--- src/hw/rtl/pdsc_pkg.sv ---
`default_nettype none
package pdsc_pkg;

   localparam int DataBytesDefault = 32;
   localparam int HeaderBytes      = 6;

   localparam int PosW   = 11;
   localparam int IndexW = 10;
   localparam int SumW   = 16;

   // Fixed positions of the header within a frame
   localparam logic [PosW-1:0] PosChecksumLo = PosW'(0);
   localparam logic [PosW-1:0] PosChecksumHi = PosW'(1);
   localparam logic [PosW-1:0] PosStatus     = PosW'(2);
   localparam logic [PosW-1:0] PosAddress    = PosW'(3);
   localparam logic [PosW-1:0] PosNumber     = PosW'(4);
   localparam logic [PosW-1:0] PosTotal      = PosW'(5);
   localparam logic [PosW-1:0] PosFirstData  = PosW'(HeaderBytes);

   typedef struct packed {
      logic       restart;
      logic [7:0] rx_byte;
   } pdsc_req_type;

   typedef struct packed {
      logic [7:0]        frame_total;
      logic [7:0]        frame_number;
      logic [7:0]        frame_address;
      logic [7:0]        frame_status;
      logic [SumW-1:0]   frame_checksum;
      logic              checksum_ok;
      logic              frame_done;
      logic [7:0]        data_byte;
      logic [IndexW-1:0] data_index;
      logic              data_valid;
   } pdsc_rsp_type;

endpackage
`default_nettype wire

--- src/hw/rtl/pdsc_in_stage.sv ---
`default_nettype none
module pdsc_in_stage
   import pdsc_pkg::*;
(
   input  wire logic         clock,
   input  wire logic         reset,
   input  wire logic         in_valid,
   output      logic         in_ready,
   input  wire pdsc_req_type in_word,
   output      logic         held_valid,
   input  wire logic         advance,
   output      pdsc_req_type held_word
);

   logic         valid_ff;
   logic         valid_in;
   pdsc_req_type word_ff;

   // Take a new word when empty or when the held one moves on this cycle
   assign in_ready = !valid_ff || advance;
   assign valid_in = in_ready ? in_valid : valid_ff;

   always_ff @(posedge clock) begin
      if (reset) begin
         valid_ff <= 1'b0;
      end else begin
         valid_ff <= valid_in;
      end
   end

   always_ff @(posedge clock) begin
      if (in_ready && in_valid) begin
         word_ff <= in_word;
      end
   end

   assign held_valid = valid_ff;
   assign held_word  = word_ff;

endmodule
`default_nettype wire

--- src/hw/rtl/pdsc_core.sv ---
`default_nettype none
module pdsc_core
   import pdsc_pkg::*;
#(
   parameter int DATA_BYTES = DataBytesDefault
)
(
   input  wire logic         clock,
   input  wire logic         reset,
   input  wire logic         advance,
   input  wire pdsc_req_type req,
   output      pdsc_rsp_type rsp
);

   localparam int FrameBytes = DATA_BYTES + HeaderBytes;
   localparam logic [PosW-1:0] FrameLen  = PosW'(FrameBytes);
   localparam logic [PosW-1:0] FrameLast = PosW'(FrameBytes - 1);

   logic [PosW-1:0] pos_ff, pos_in;
   logic [SumW-1:0] sum_ff, sum_in;
   logic [SumW-1:0] csum_ff, csum_in;
   logic [7:0]      status_ff, status_in;
   logic [7:0]      address_ff, address_in;
   logic [7:0]      number_ff, number_in;
   logic [7:0]      total_ff, total_in;

   logic [PosW-1:0] pos;
   logic [PosW-1:0] data_off;
   logic            done;

   always_comb begin
      pos = req.restart ? PosChecksumLo : pos_ff;
      if (pos >= FrameLen) begin
         pos = PosChecksumLo;
      end

      sum_in     = sum_ff;
      csum_in    = csum_ff;
      status_in  = status_ff;
      address_in = address_ff;
      number_in  = number_ff;
      total_in   = total_ff;

      // Clear the sum at frame start, then add every byte after the checksum
      priority if (pos == PosChecksumLo) begin
         sum_in  = '0;
         csum_in = {csum_ff[15:8], req.rx_byte};
      end else if (pos == PosChecksumHi) begin
         csum_in = {req.rx_byte, csum_ff[7:0]};
      end else begin
         sum_in = sum_ff + SumW'(req.rx_byte);
         if (pos == PosStatus) begin
            status_in = req.rx_byte;
         end else if (pos == PosAddress) begin
            address_in = req.rx_byte;
         end else if (pos == PosNumber) begin
            number_in = req.rx_byte;
         end else if (pos == PosTotal) begin
            total_in = req.rx_byte;
         end
      end

      done     = (pos == FrameLast);
      pos_in   = done ? PosChecksumLo : pos + PosW'(1);
      data_off = pos - PosFirstData;

      rsp.data_valid     = (pos >= PosFirstData);
      rsp.data_index     = rsp.data_valid ? data_off[IndexW-1:0] : '0;
      rsp.data_byte      = req.rx_byte;
      rsp.frame_done     = done;
      rsp.checksum_ok    = done && (sum_in == csum_in);
      rsp.frame_checksum = done ? csum_in : '0;
      rsp.frame_status   = done ? status_in : '0;
      rsp.frame_address  = done ? address_in : '0;
      rsp.frame_number   = done ? number_in : '0;
      rsp.frame_total    = done ? total_in : '0;
   end

   always_ff @(posedge clock) begin
      if (reset) begin
         pos_ff     <= '0;
         sum_ff     <= '0;
         csum_ff    <= '0;
         status_ff  <= '0;
         address_ff <= '0;
         number_ff  <= '0;
         total_ff   <= '0;
      end else if (advance) begin
         pos_ff     <= pos_in;
         sum_ff     <= sum_in;
         csum_ff    <= csum_in;
         status_ff  <= status_in;
         address_ff <= address_in;
         number_ff  <= number_in;
         total_ff   <= total_in;
      end
   end

endmodule
`default_nettype wire

--- src/hw/rtl/pdsc_out_stage.sv ---
`default_nettype none
module pdsc_out_stage
   import pdsc_pkg::*;
(
   input  wire logic         clock,
   input  wire logic         reset,
   input  wire logic         held_valid,
   output      logic         advance,
   input  wire pdsc_rsp_type rsp_next,
   output      logic         out_valid,
   input  wire logic         out_ready,
   output      pdsc_rsp_type out_word
);

   logic         valid_ff;
   logic         valid_in;
   pdsc_rsp_type word_ff;

   // Advance when a word is held and the result slot is free or draining
   assign advance  = held_valid && (!valid_ff || out_ready);
   assign valid_in = advance ? 1'b1 : (valid_ff && !out_ready);

   always_ff @(posedge clock) begin
      if (reset) begin
         valid_ff <= 1'b0;
      end else begin
         valid_ff <= valid_in;
      end
   end

   always_ff @(posedge clock) begin
      if (advance) begin
         word_ff <= rsp_next;
      end
   end

   assign out_valid = valid_ff;
   assign out_word  = word_ff;

endmodule
`default_nettype wire

--- src/hw/rtl/packet_deframer_sum_check_top.sv ---
// A word accepted into the input register is loaded into the result register
// when the result slot is free.
// Throughput: one byte per cycle while the result slot is free; the position
// counter and 16-bit sum update combinationally between input and result registers.
// Reset (synchronous, active high) empties both registers and clears the
// byte position, running sum and held header fields.
`default_nettype none
module packet_deframer_sum_check_top
   import pdsc_pkg::*;
#(
   parameter int DATA_BYTES = DataBytesDefault
)
(
   input  wire logic        clock,
   input  wire logic        reset,
   input  wire logic        req_tvalid,
   output      logic        req_tready,
   input  wire logic [7:0]  req_tdata,   // [7:0] rx_byte
   input  wire logic        req_tuser,   // restart
   output      logic        rsp_tvalid,
   input  wire logic        rsp_tready,
   output      logic [71:0] rsp_tdata,   // [9:0] data_index, [17:10] data_byte,
                                         // [33:18] frame_checksum, [41:34] frame_status,
                                         // [49:42] frame_address, [57:50] frame_number,
                                         // [65:58] frame_total, [71:66] zero
   output      logic        rsp_tlast,   // frame_done
   output      logic [1:0]  rsp_tuser    // [0] data_valid, [1] checksum_ok
);

   pdsc_req_type in_word;
   pdsc_req_type held_word;
   pdsc_rsp_type rsp_next;
   pdsc_rsp_type out_word;
   logic         held_valid;
   logic         advance;

   assign in_word.rx_byte = req_tdata;
   assign in_word.restart = req_tuser;

   pdsc_in_stage u_in (
      .clock      (clock),
      .reset      (reset),
      .in_valid   (req_tvalid),
      .in_ready   (req_tready),
      .in_word    (in_word),
      .held_valid (held_valid),
      .advance    (advance),
      .held_word  (held_word)
   );

   pdsc_core #(
      .DATA_BYTES (DATA_BYTES)
   ) u_core (
      .clock   (clock),
      .reset   (reset),
      .advance (advance),
      .req     (held_word),
      .rsp     (rsp_next)
   );

   pdsc_out_stage u_out (
      .clock      (clock),
      .reset      (reset),
      .held_valid (held_valid),
      .advance    (advance),
      .rsp_next   (rsp_next),
      .out_valid  (rsp_tvalid),
      .out_ready  (rsp_tready),
      .out_word   (out_word)
   );

   assign rsp_tdata = {6'b0,
                       out_word.frame_total,
                       out_word.frame_number,
                       out_word.frame_address,
                       out_word.frame_status,
                       out_word.frame_checksum,
                       out_word.data_byte,
                       out_word.data_index};
   assign rsp_tlast = out_word.frame_done;
   assign rsp_tuser = {out_word.checksum_ok, out_word.data_valid};

endmodule
`default_nettype wire
--- config.mk ---
export PLATFORM = sky130hd
export DESIGN_NAME = packet_deframer_sum_check_top
export DESIGN_NICKNAME = d
export VERILOG_FILES = /design/src/hw/rtl/pdsc_pkg.sv /design/src/hw/rtl/pdsc_in_stage.sv /design/src/hw/rtl/pdsc_core.sv /design/src/hw/rtl/pdsc_out_stage.sv /design/src/hw/rtl/packet_deframer_sum_check_top.sv
export SDC_FILE = /design/constraint.sdc
export NUM_CORES = 1
export LEC_CHECK = 0
export BUFFER_PORTS_ARGS = -buffer_cell sky130_fd_sc_hd__buf_2
export CAP_MARGIN = 15
export CORE_MARGIN = 5
export CORE_UTILIZATION = 62
export CTS_BUF_LIST = sky130_fd_sc_hd__clkbuf_16
export CTS_CLUSTER_SIZE = 20
export DETAILED_ROUTE_END_ITERATION = 8
export PLACE_DENSITY = 0.86
export SKIP_LAST_GASP = 1
export SLEW_MARGIN = 20
export SYNTH_ARGS = -nofsm -noshare
export SYNTH_HDL_FRONTEND = slang
export SYNTH_SLANG_ARGS = --single-unit
--- constraint.sdc ---
create_clock -name clock -period 10.6 [get_ports clock]
set_input_delay 1.59 -clock clock [delete_from_list [all_inputs] [get_ports clock]]
set_output_delay 1.59 -clock clock [all_outputs]
set_load 0.05 [all_outputs]
# [Yosys cells after proc, flatten, opt, wreduce, memory -nomap -nowiden]
# Cells that the tools add are included.
[word_totals] ff_bits=155 input_bits=13 output_inout_bits=77 wordCells=69
[classes] addsub=3 order_cmp=2 eq_ne=7 n_mux=26 reduce_logical=10
[op_table] op="8-bit 2-to-1 mux" n=18
[op_table] op="16-bit 2-to-1 mux" n=4
[op_table] op="11-bit 2-to-1 mux" n=3
[op_table] op="11-bit by 2-bit == test with 1-bit output, second input constant" n=2
[op_table] op="11-bit by 3-bit == test with 1-bit output, second input constant" n=2
[op_table] op="16-bit by 8-bit adder with 16-bit output" n=1
[op_table] op="16-bit == test" n=1
[op_table] op="11-bit by 1-bit adder with 11-bit output, second input constant" n=1
[op_table] op="11-bit by 1-bit == test with 1-bit output, second input constant" n=1
[op_table] op="11-bit by 6-bit == test with 1-bit output, second input constant" n=1
[op_table] op="11-bit by 3-bit >= comparator with 1-bit output, second input constant" n=1
[op_table] op="11-bit by 6-bit >= comparator with 1-bit output, second input constant" n=1
[op_table] op="11-bit zero test" n=1
[op_table] op="10-bit by 3-bit subtractor with 10-bit output, second input constant" n=1
[op_table] op="1-bit logical AND" n=4
[op_table] op="1-bit zero test" n=3
[op_table] op="1-bit logical OR" n=2
[op_table] op="1-bit 2-to-1 mux" n=1

# [Depth between registers and ports, before layout]
# Gate-level depths: netlist of the first run.
[depth] ltp_word=10 ltp_mapped=18 depth_no_buf=13

# [By module]
# A second synthesis of the first run with hierarchy kept.
[hier_totals] hier_cells=722 area_unflattened_um2=7234.4
[modules_own_cells] module="pdsc_core" instances=1 cells_each=627 area_each_um2=4733.3 seq_area_each_um2=1501.4
[modules_own_cells] module="pdsc_out_stage" instances=1 cells_each=74 area_each_um2=2127.0 seq_area_each_um2=2092.0
[modules_own_cells] module="pdsc_in_stage" instances=1 cells_each=14 area_each_um2=325.3 seq_area_each_um2=290.3
[modules_own_cells] module="packet_deframer_sum_check_top" instances=1 cells_each=7 area_each_um2=48.8 seq_area_each_um2=0.0

# [Least setup slack after synthesis of the first run]
# No wires, ideal clock.
[synth_timing] path_kind="in2reg" start="in rsp_tready" end="reg u_core.sum_ff[10]" setup_time_ns=0.073 t_arrival_ns=4.525 required_time_ns=10.527 slack_ns=6.001 path_stages=6 cell_sequence="nor2b_1 nand2b_1 clkinv_1 clkbuf_1 o21ai_0 a21oi_1"
[synth_via] elab_chain_cells=2
[synth_lines] element="from (decl)" line="packet_deframer_sum_check_top.sv:21" rtl="input wire logic rsp_tready,"
[synth_lines] element="1-bit logical OR" line="pdsc_out_stage.sv:20" rtl="assign advance = held_valid && (!valid_ff || out_ready);"
[synth_lines] element="1-bit logical AND" line="pdsc_out_stage.sv:20"
[synth_lines] element="via advance" line="packet_deframer_sum_check_top.sv:35" rtl="logic advance;"
[synth_lines] element="to (signal assigned)" line="pdsc_core.sv:90" rtl="sum_ff <= sum_in;"
[synth_lines] element="to (decl)" line="pdsc_core.sv:20" rtl="logic [SumW-1:0] sum_ff, sum_in;"
# The timed path passes the listed nets, and every way through them passes these cells.
# A chain may end at the register's enable or synchronous reset.

==> flow_summary_export.csv, run 1 <==
group,metric,value,unit
run_status,status,"finished clean",
clock_tree,ctsLongestPathBuffers,2,
drt,wl_per_cell,19.5,um
timing,finalClockSkew,11.3,ps
clock_tree,clock_sinks,155,
global_route,track_usage,0.266,
final_layout,antenna_cells,0,
worst_setup_path,worst_setup_path_end_kind,"flop",
die,die_w,118,um
synthesis,yosys.area.top_type,"edfxtp_1",
global_route,grt_pass1_wl,29700,um
final_layout,drive_above_1_share,0.159,
timing,final-max-slew-violation-count,0,
synthesis,synth-edff-count,78,
worst_setup_path,critPathLaunch,"u_core.pos_ff[10]$_SDFFE_PP0P_",
timing,period_share,0.450,
clock_tree,clk_latency,430,ps
synthesis,syn_area,0.00721,sq mm
worst_setup_path,rrSetupSlack,5830,ps
final_layout,final_common_cell,"nand2_1",
drt,drt_first_iter_violations,478,
clock_tree,post_cts_buffers,0,
drt,vias_per_cell,6.26,
die,rows,39,
synthesis,syn_inst,738,
clock_tree,root_buffer,"clkbuf_16",
timing,fin_tns_setup,0,ps
timing,fin_crit,4770,ps
synthesis,synth_xor_area_frac,0.0194,
worst_setup_path,crit_type,"flop to flop",
clock_tree,holdBufCountCts,0,
global_route,gr-total-overflow,0,
final_layout,final_cell_mix,"129 x nand2_1, 86 x nor2_1, 84 x a21oi_1",
synthesis,yosys.area_share.simple,0.191,
timing,hold_viol_final,0,
timing,setup_violations,0,
clock_tree,cts_buffers,17,
drt,dr_total_vias,5989,
pwr,powerDensity,164,mW/mm^2
place,hpwl,11900,um
die,die_area,0.0139,sq mm
clock_tree,h-tree-depth,4,
timing,slew_headroom,0.329,
place,place.gp.congestion,0.920,
worst_setup_path,path_max_fanout,29,
synthesis,synth.distinct_cells,69,
synthesis,synth.avg_cell_area,9.77,sq um
final_layout,area_delta_synth_final,13.3,%
timing,fmax,0.210,GHz
worst_setup_path,r2r_end,"u_out.out_word[20]$_DFFE_PP_",
synthesis,synth_top_family_by_area,"simple AND/OR/NAND/NOR gates",
run,maxCapViolations,0,
synthesis,synthArstFlopShare,0,
synthesis,ys_ff_latch,155,
timing,rsz0062_at_grt,"no",
synthesis,synth_top_area_share,0.325,
worst_setup_path,crit_arrival,5020,ps
synthesis,synth_seq_area_share,0.539,
worst_setup_path,reg2reg_from,"u_core.pos_ff[10]$_SDFFE_PP0P_",
pwr,peakVddDrop,0.144,mV
drt,routed_wirelength,18600,um
pwr,p_leak,2.99,nW
die,die-height,118,um
timing,tightestPinTransition,1010,ps
synthesis,synth_flop_cell,"edfxtp_1",
final_layout,finalNetCount,825,
clock_tree,clkTransAtPathRegs,60,ps
drt,detail-route-antenna-nets,0,
synthesis,synth-compound-area-share,0.132,
final_layout,finalNonFillerCells,956,
drt,drcViolationCount,0,
global_route,antenna_found_initial,0,
place,dp.cells,924,
die,initial_utilization,0.631,
clock_tree,post_cts_resize_count,0,
synthesis,muxShareOfSynthArea,0.0611,
clock_tree,cts_tree,"yes",
synthesis,ys_warn_count,0,
synthesis,synthTopCellsByArea,"edfxtp_1 32%, dfxtp_1 21%, nand2_1 6.7%",
worst_setup_path,reg2regPathDepth,13,
die,core_area,0.0114,sq mm
final_layout,num-fill-cells,807,
worst_setup_path,setup.worst_path.end,"u_out.out_word[20]$_DFFE_PP_",
synthesis,synthAdderAreaFrac,0.0219,
place,port_buffers,83,
worst_setup_path,worst_setup_path_start_kind,"flop",
global_route,grt_max_degree,74,
hold_path,min_path_type,"flop to flop",
worst_setup_path,required,10860,ps
die,io_pins,90,
drt,first_pass_iters,6,
global_route,grt_pass1_vias,5893,
final cells by class:
type | instances | area [sq um] | area share
flip-flops and latches | 155 | 3880 | 0.475
multi-input cells | 532 | 3090 | 0.378
repair buffers | 89 | 460 | 0.0564
clock buffers | 17 | 425 | 0.0521
well taps | 143 | 179 | 0.0219
clock inverters | 15 | 111 | 0.0136
inverters | 5 | 20.0 | 0.00245
worst min path at each step:
stage                                       from                                 to  slack [ps]  cells after the start
2_1_floorplan     u_core.pos_ff[10]$_SDFFE_PP0P_     u_core.pos_ff[10]$_SDFFE_PP0P_         430                      1
3_3_place_gp   u_core.address_ff[5]$_SDFFE_PP0P_  u_core.address_ff[5]$_SDFFE_PP0P_         440                      2
3_5_place_dp   u_core.address_ff[2]$_SDFFE_PP0P_  u_core.address_ff[2]$_SDFFE_PP0P_         450                      2
4_1_cts        u_core.address_ff[6]$_SDFFE_PP0P_  u_core.address_ff[6]$_SDFFE_PP0P_         460                      2
5_1_grt          u_core.csum_ff[15]$_SDFFE_PP0P_    u_core.csum_ff[15]$_SDFFE_PP0P_         470                      2
6_report        u_core.number_ff[1]$_SDFFE_PP0P_   u_core.number_ff[1]$_SDFFE_PP0P_         460                      2
state kept, by name, indices dropped and copies added, names as in the netlist:
register           count
u_core.address_ff      8
u_core.csum_ff        16
u_core.number_ff       8
u_core.pos_ff         11
u_core.status_ff       8
u_core.sum_ff         16
u_core.total_ff        8
u_in.held_valid        1
u_in.held_word         9
u_out.out_valid        1
u_out.out_word        69
cell families (layout without fill, tap and decap cells):
family / after synthesis / after routing
simple gates: 302 / 302
fa+ha+maj: 12 / 12
mux: 44 / 44
flops: 155 / 155
compound gates: 152 / 152
buf+inv: 56 / 126
other cells: 1 / 6
xor+xnor: 16 / 16
through the flow:
| step | power, mW | utilization | setup slack, ps | instance area (sq um) | hold slack [ps] |
|---|---|---|---|---|---|
| 2_1_floorplan | 0.768 | - | 6000 | 7230 | 431 |
| 3_3_place_gp | 0.794 | 0.668 | 5790 | 7630 | 438 |
| 3_5_place_dp | 0.797 | 0.668 | 5570 | 7630 | 447 |
| 4_1_cts | 1.34 | 0.715 | 5940 | 8170 | 457 |
| 5_1_grt | 1.38 | 0.715 | 5620 | 8170 | 472 |
| 6_report | 1.34 | 0.715 | 5830 | 8170 | 461 |
Yosys cell counts (3+ instances only):
library cell and n:
ha_1 11, nand3_2 3, or3_1 3, buf_2 4, nor4_1 3, and2_1 13, xor2_1 4, a311oi_1 3
and3_1 6, inv_1 4, a2bb2oi_1 3, nor2_1 86, xnor2_1 12, nand2_1 129, o21a_1 4, clkbuf_1 38
nand3_1 15, mux2i_1 44, o21bai_1 3, o211ai_1 3, o21ai_1 9, buf_4 6, o31ai_1 3, or4_1 7
o21ai_0 9, nor3_1 11, a21oi_1 84, dfxtp_1 77, edfxtp_1 78, nand4_1 10, a211oi_1 6
layer usage:
| layer | share of wire | routed length [um] | global-route usage |
|---|---|---|---|
| met5 | 0 | 0 | 0 |
| met4 | 0.029 | 546 | 0.131 |
| met3 | 0.079 | 1480 | 0.0687 |
| met2 | 0.49 | 9100 | 0.430 |
| met1 | 0.40 | 7520 | 0.332 |
where the power goes:
part           switching, mW  internal (mW)
Clock                  0.232          0.318
Combinational         0.0974         0.0262
Sequential            0.0161          0.647
worst max-delay path, cell delays in order (launching register included):
cell,delay [ps]
dfxtp_1,310
or4_4,580
a2111oi_4,360
buf_4,370
nand2_1,120
ha_1,300
and2_1,210
a22oi_1,370
nand3_2,240
or2_1,350
o31ai_1,570
xnor2_1,110
or4_1,440
nor4_2,250
(Power assumes the default switching activity.)
==> run 2: changes to the inputs <==
CORE_UTILIZATION = 58   (was 62)
PLACE_DENSITY = 0.82   (was 0.86)
clock period = 4.4 ns   (was 10.6 ns; I/O delays follow)
==> run 2 against run 1 <==
- combinational power increased to 2.6 times the previous value
- utilization decreased by 2.6 points
- maximum frequency increased by 14%
- clock power increased to 2.7 times the previous value
- critical path type unchanged
- largest power group unchanged
==> flow_summary_export.csv, run 2 (synthesis gave the netlist of run 1 again) <==
group,metric,value,unit
run_status,status,"finished clean",
timing,tightestPinTransition,756,ps
global_route,gr-total-overflow,0,
clock_tree,cts_tree,"yes",
global_route,grt_pass1_wl,28700,um
timing,setup_violations,0,
global_route,grt_max_degree,61,
final_layout,area_delta_synth_final,15.8,%
worst_setup_path,worst_setup_path_start_kind,"flop",
pwr,powerDensity,404,mW/mm^2
drt,drcViolationCount,0,
timing,slew_headroom,0.496,
clock_tree,h-tree-depth,4,
die,initial_utilization,0.595,
drt,routed_wirelength,17700,um
worst_setup_path,max_stage_delay,570,ps
timing,fin_crit,4190,ps
clock_tree,clock_sinks,155,
final_layout,antenna_cells,0,
timing,fin_hold_ws,401,ps
timing,final-max-slew-violation-count,0,
drt,first_pass_iters,5,
place,place.gp.congestion,0.923,
clock_tree,clkTransAtPathRegs,60,ps
worst_setup_path,worst_setup_path_end_kind,"flop",
clock_tree,ctsLongestPathBuffers,2,
worst_setup_path,required,4670,ps
pwr,finalPower,3.37,mW
final_layout,largest_reg_flops,69,
worst_setup_path,worstPathCellList,"or4_4 > a2111oi_4 > nand2_1 > ha_1 > o21ai_1 > nand3_1 > a22o_1 > a211oi_1 > nand4_1 > or4_1 > nor4_2",
clock_tree,root_buffer,"clkbuf_16",
worst_setup_path,crit_type,"flop to flop",
final_layout,final_common_cell,"nand2_1",
global_route,track_usage,0.250,
worst_setup_path,slowest_stage,"or4_4",
worst_setup_path,crit_arrival,4450,ps
drt,detail-route-antenna-nets,0,
pwr,peakVddDrop,0.296,mV
hold_path,min_path_type,"input pin to flop",
die,core_area,0.0121,sq mm
die,die_w,121,um
clock_tree,clk_latency,430,ps
drt,drt_first_iter_violations,416,
run,maxCapViolations,0,
timing,fin_tns_setup,0,ps
worst_setup_path,rrSetupSlack,210,ps
pwr,p_leak,3.06,nW
place,hpwl,12000,um
worst_setup_path,path_max_fanout,7,
timing,rsz0062_at_grt,"no",
die,die-height,121,um
final_layout,fin_area,0.00835,sq mm
timing,period_share,0.951,
die,die_area,0.0148,sq mm
timing,finalClockSkew,7.87,ps
timing,hold_viol_final,0,
clock_tree,cts_buffers,17,
clock_tree,post_cts_buffers,0,
drt,wl_per_cell,17.8,um
die,rows,40,
drt,dr_total_vias,5829,
die,io_pins,90,
drt,vias_per_cell,5.88,
place,port_buffers,83,
final_layout,drive_above_1_share,0.174,
final_layout,final_cell_mix,"129 x nand2_1, 86 x nor2_1, 84 x a21oi_1",
place,placed_cell_area,0.00774,sq mm
global_route,grt_pass1_vias,5666,
final_layout,finalNetCount,836,
global_route,antenna_found_initial,0,
timing,fmax,0.239,GHz
run 2: cell types whose count changed in the layout (fill, tap and decap cells not counted), sizes merged:
cell and change:
bufinv +2, clkinvlp -1, inv -1, buf +11
run 2: worst max-delay path: cells and delay by family (launching register included):
| kind | cells | cell delay, ps |
|---|---|---|
| and+or+nand+nor | 6 | 1900 |
| AOI/OAI and AO/OA | 4 | 1520 |
| DFF | 1 | 310 |
| adders and majority gates | 1 | 290 |
run 2: cell type report:
type                       count  area [sq um]
clock inverter                15           171
clock buffer                  17           425
timing repair buffer         100           543
multi-input combinational    532          3090
inverter                       5          20.0
sequential                   155          3880
tap                          168           210
fill                         931          3760
run 2: what timing repair did:
action	4_1_cts	5_1_grt
hold buffers	0	0
setup endpoints to repair	0	1
gates resized for setup	0	1
run 2: report_power, final:
part,switching (mW),leakage [nW],internal (mW)
combinational,0.248,1.44,0.0692
sequential,0.0251,1.33,1.56
clock,0.583,0.294,0.890
total,0.856,3.06,2.52
run 2: routing by layer:
layer | global-route usage | up-vias | wire, um
met3 | 0.0527 | 41 | 1230
met2 | 0.398 | 250 | 8390
met5 | 0 | - | 0
met1 | 0.329 | 2765 | 7610
li1 | - | 2773 | -
met4 | 0.109 | 0 | 448
run 2: through the flow:
| step | cells | setup WS, ps | util |
|---|---|---|---|
| floorplan | 743 | 132 | - |
| global placement | 960 | 360 | 0.639 |
| detailed placement | 960 | 245 | 0.639 |
| CTS | 992 | 257 | 0.689 |
| global route | 992 | 17.0 | 0.689 |
| finish | 992 | 214 | 0.689 |
run 2: final timing paths:
kind	to	depth (start not counted)	startpoint
max	u_out.out_word[20]$_DFFE_PP_	11	u_core.pos_ff[10]$_SDFFE_PP0P_
min	u_in.held_word[4]$_DFFE_PP_	1	req_tdata[4]
max reg2reg	u_out.out_word[20]$_DFFE_PP_	11	u_core.pos_ff[10]$_SDFFE_PP0P_
min reg2reg	u_core.address_ff[4]$_SDFFE_PP0P_	2	u_core.address_ff[4]$_SDFFE_PP0P_
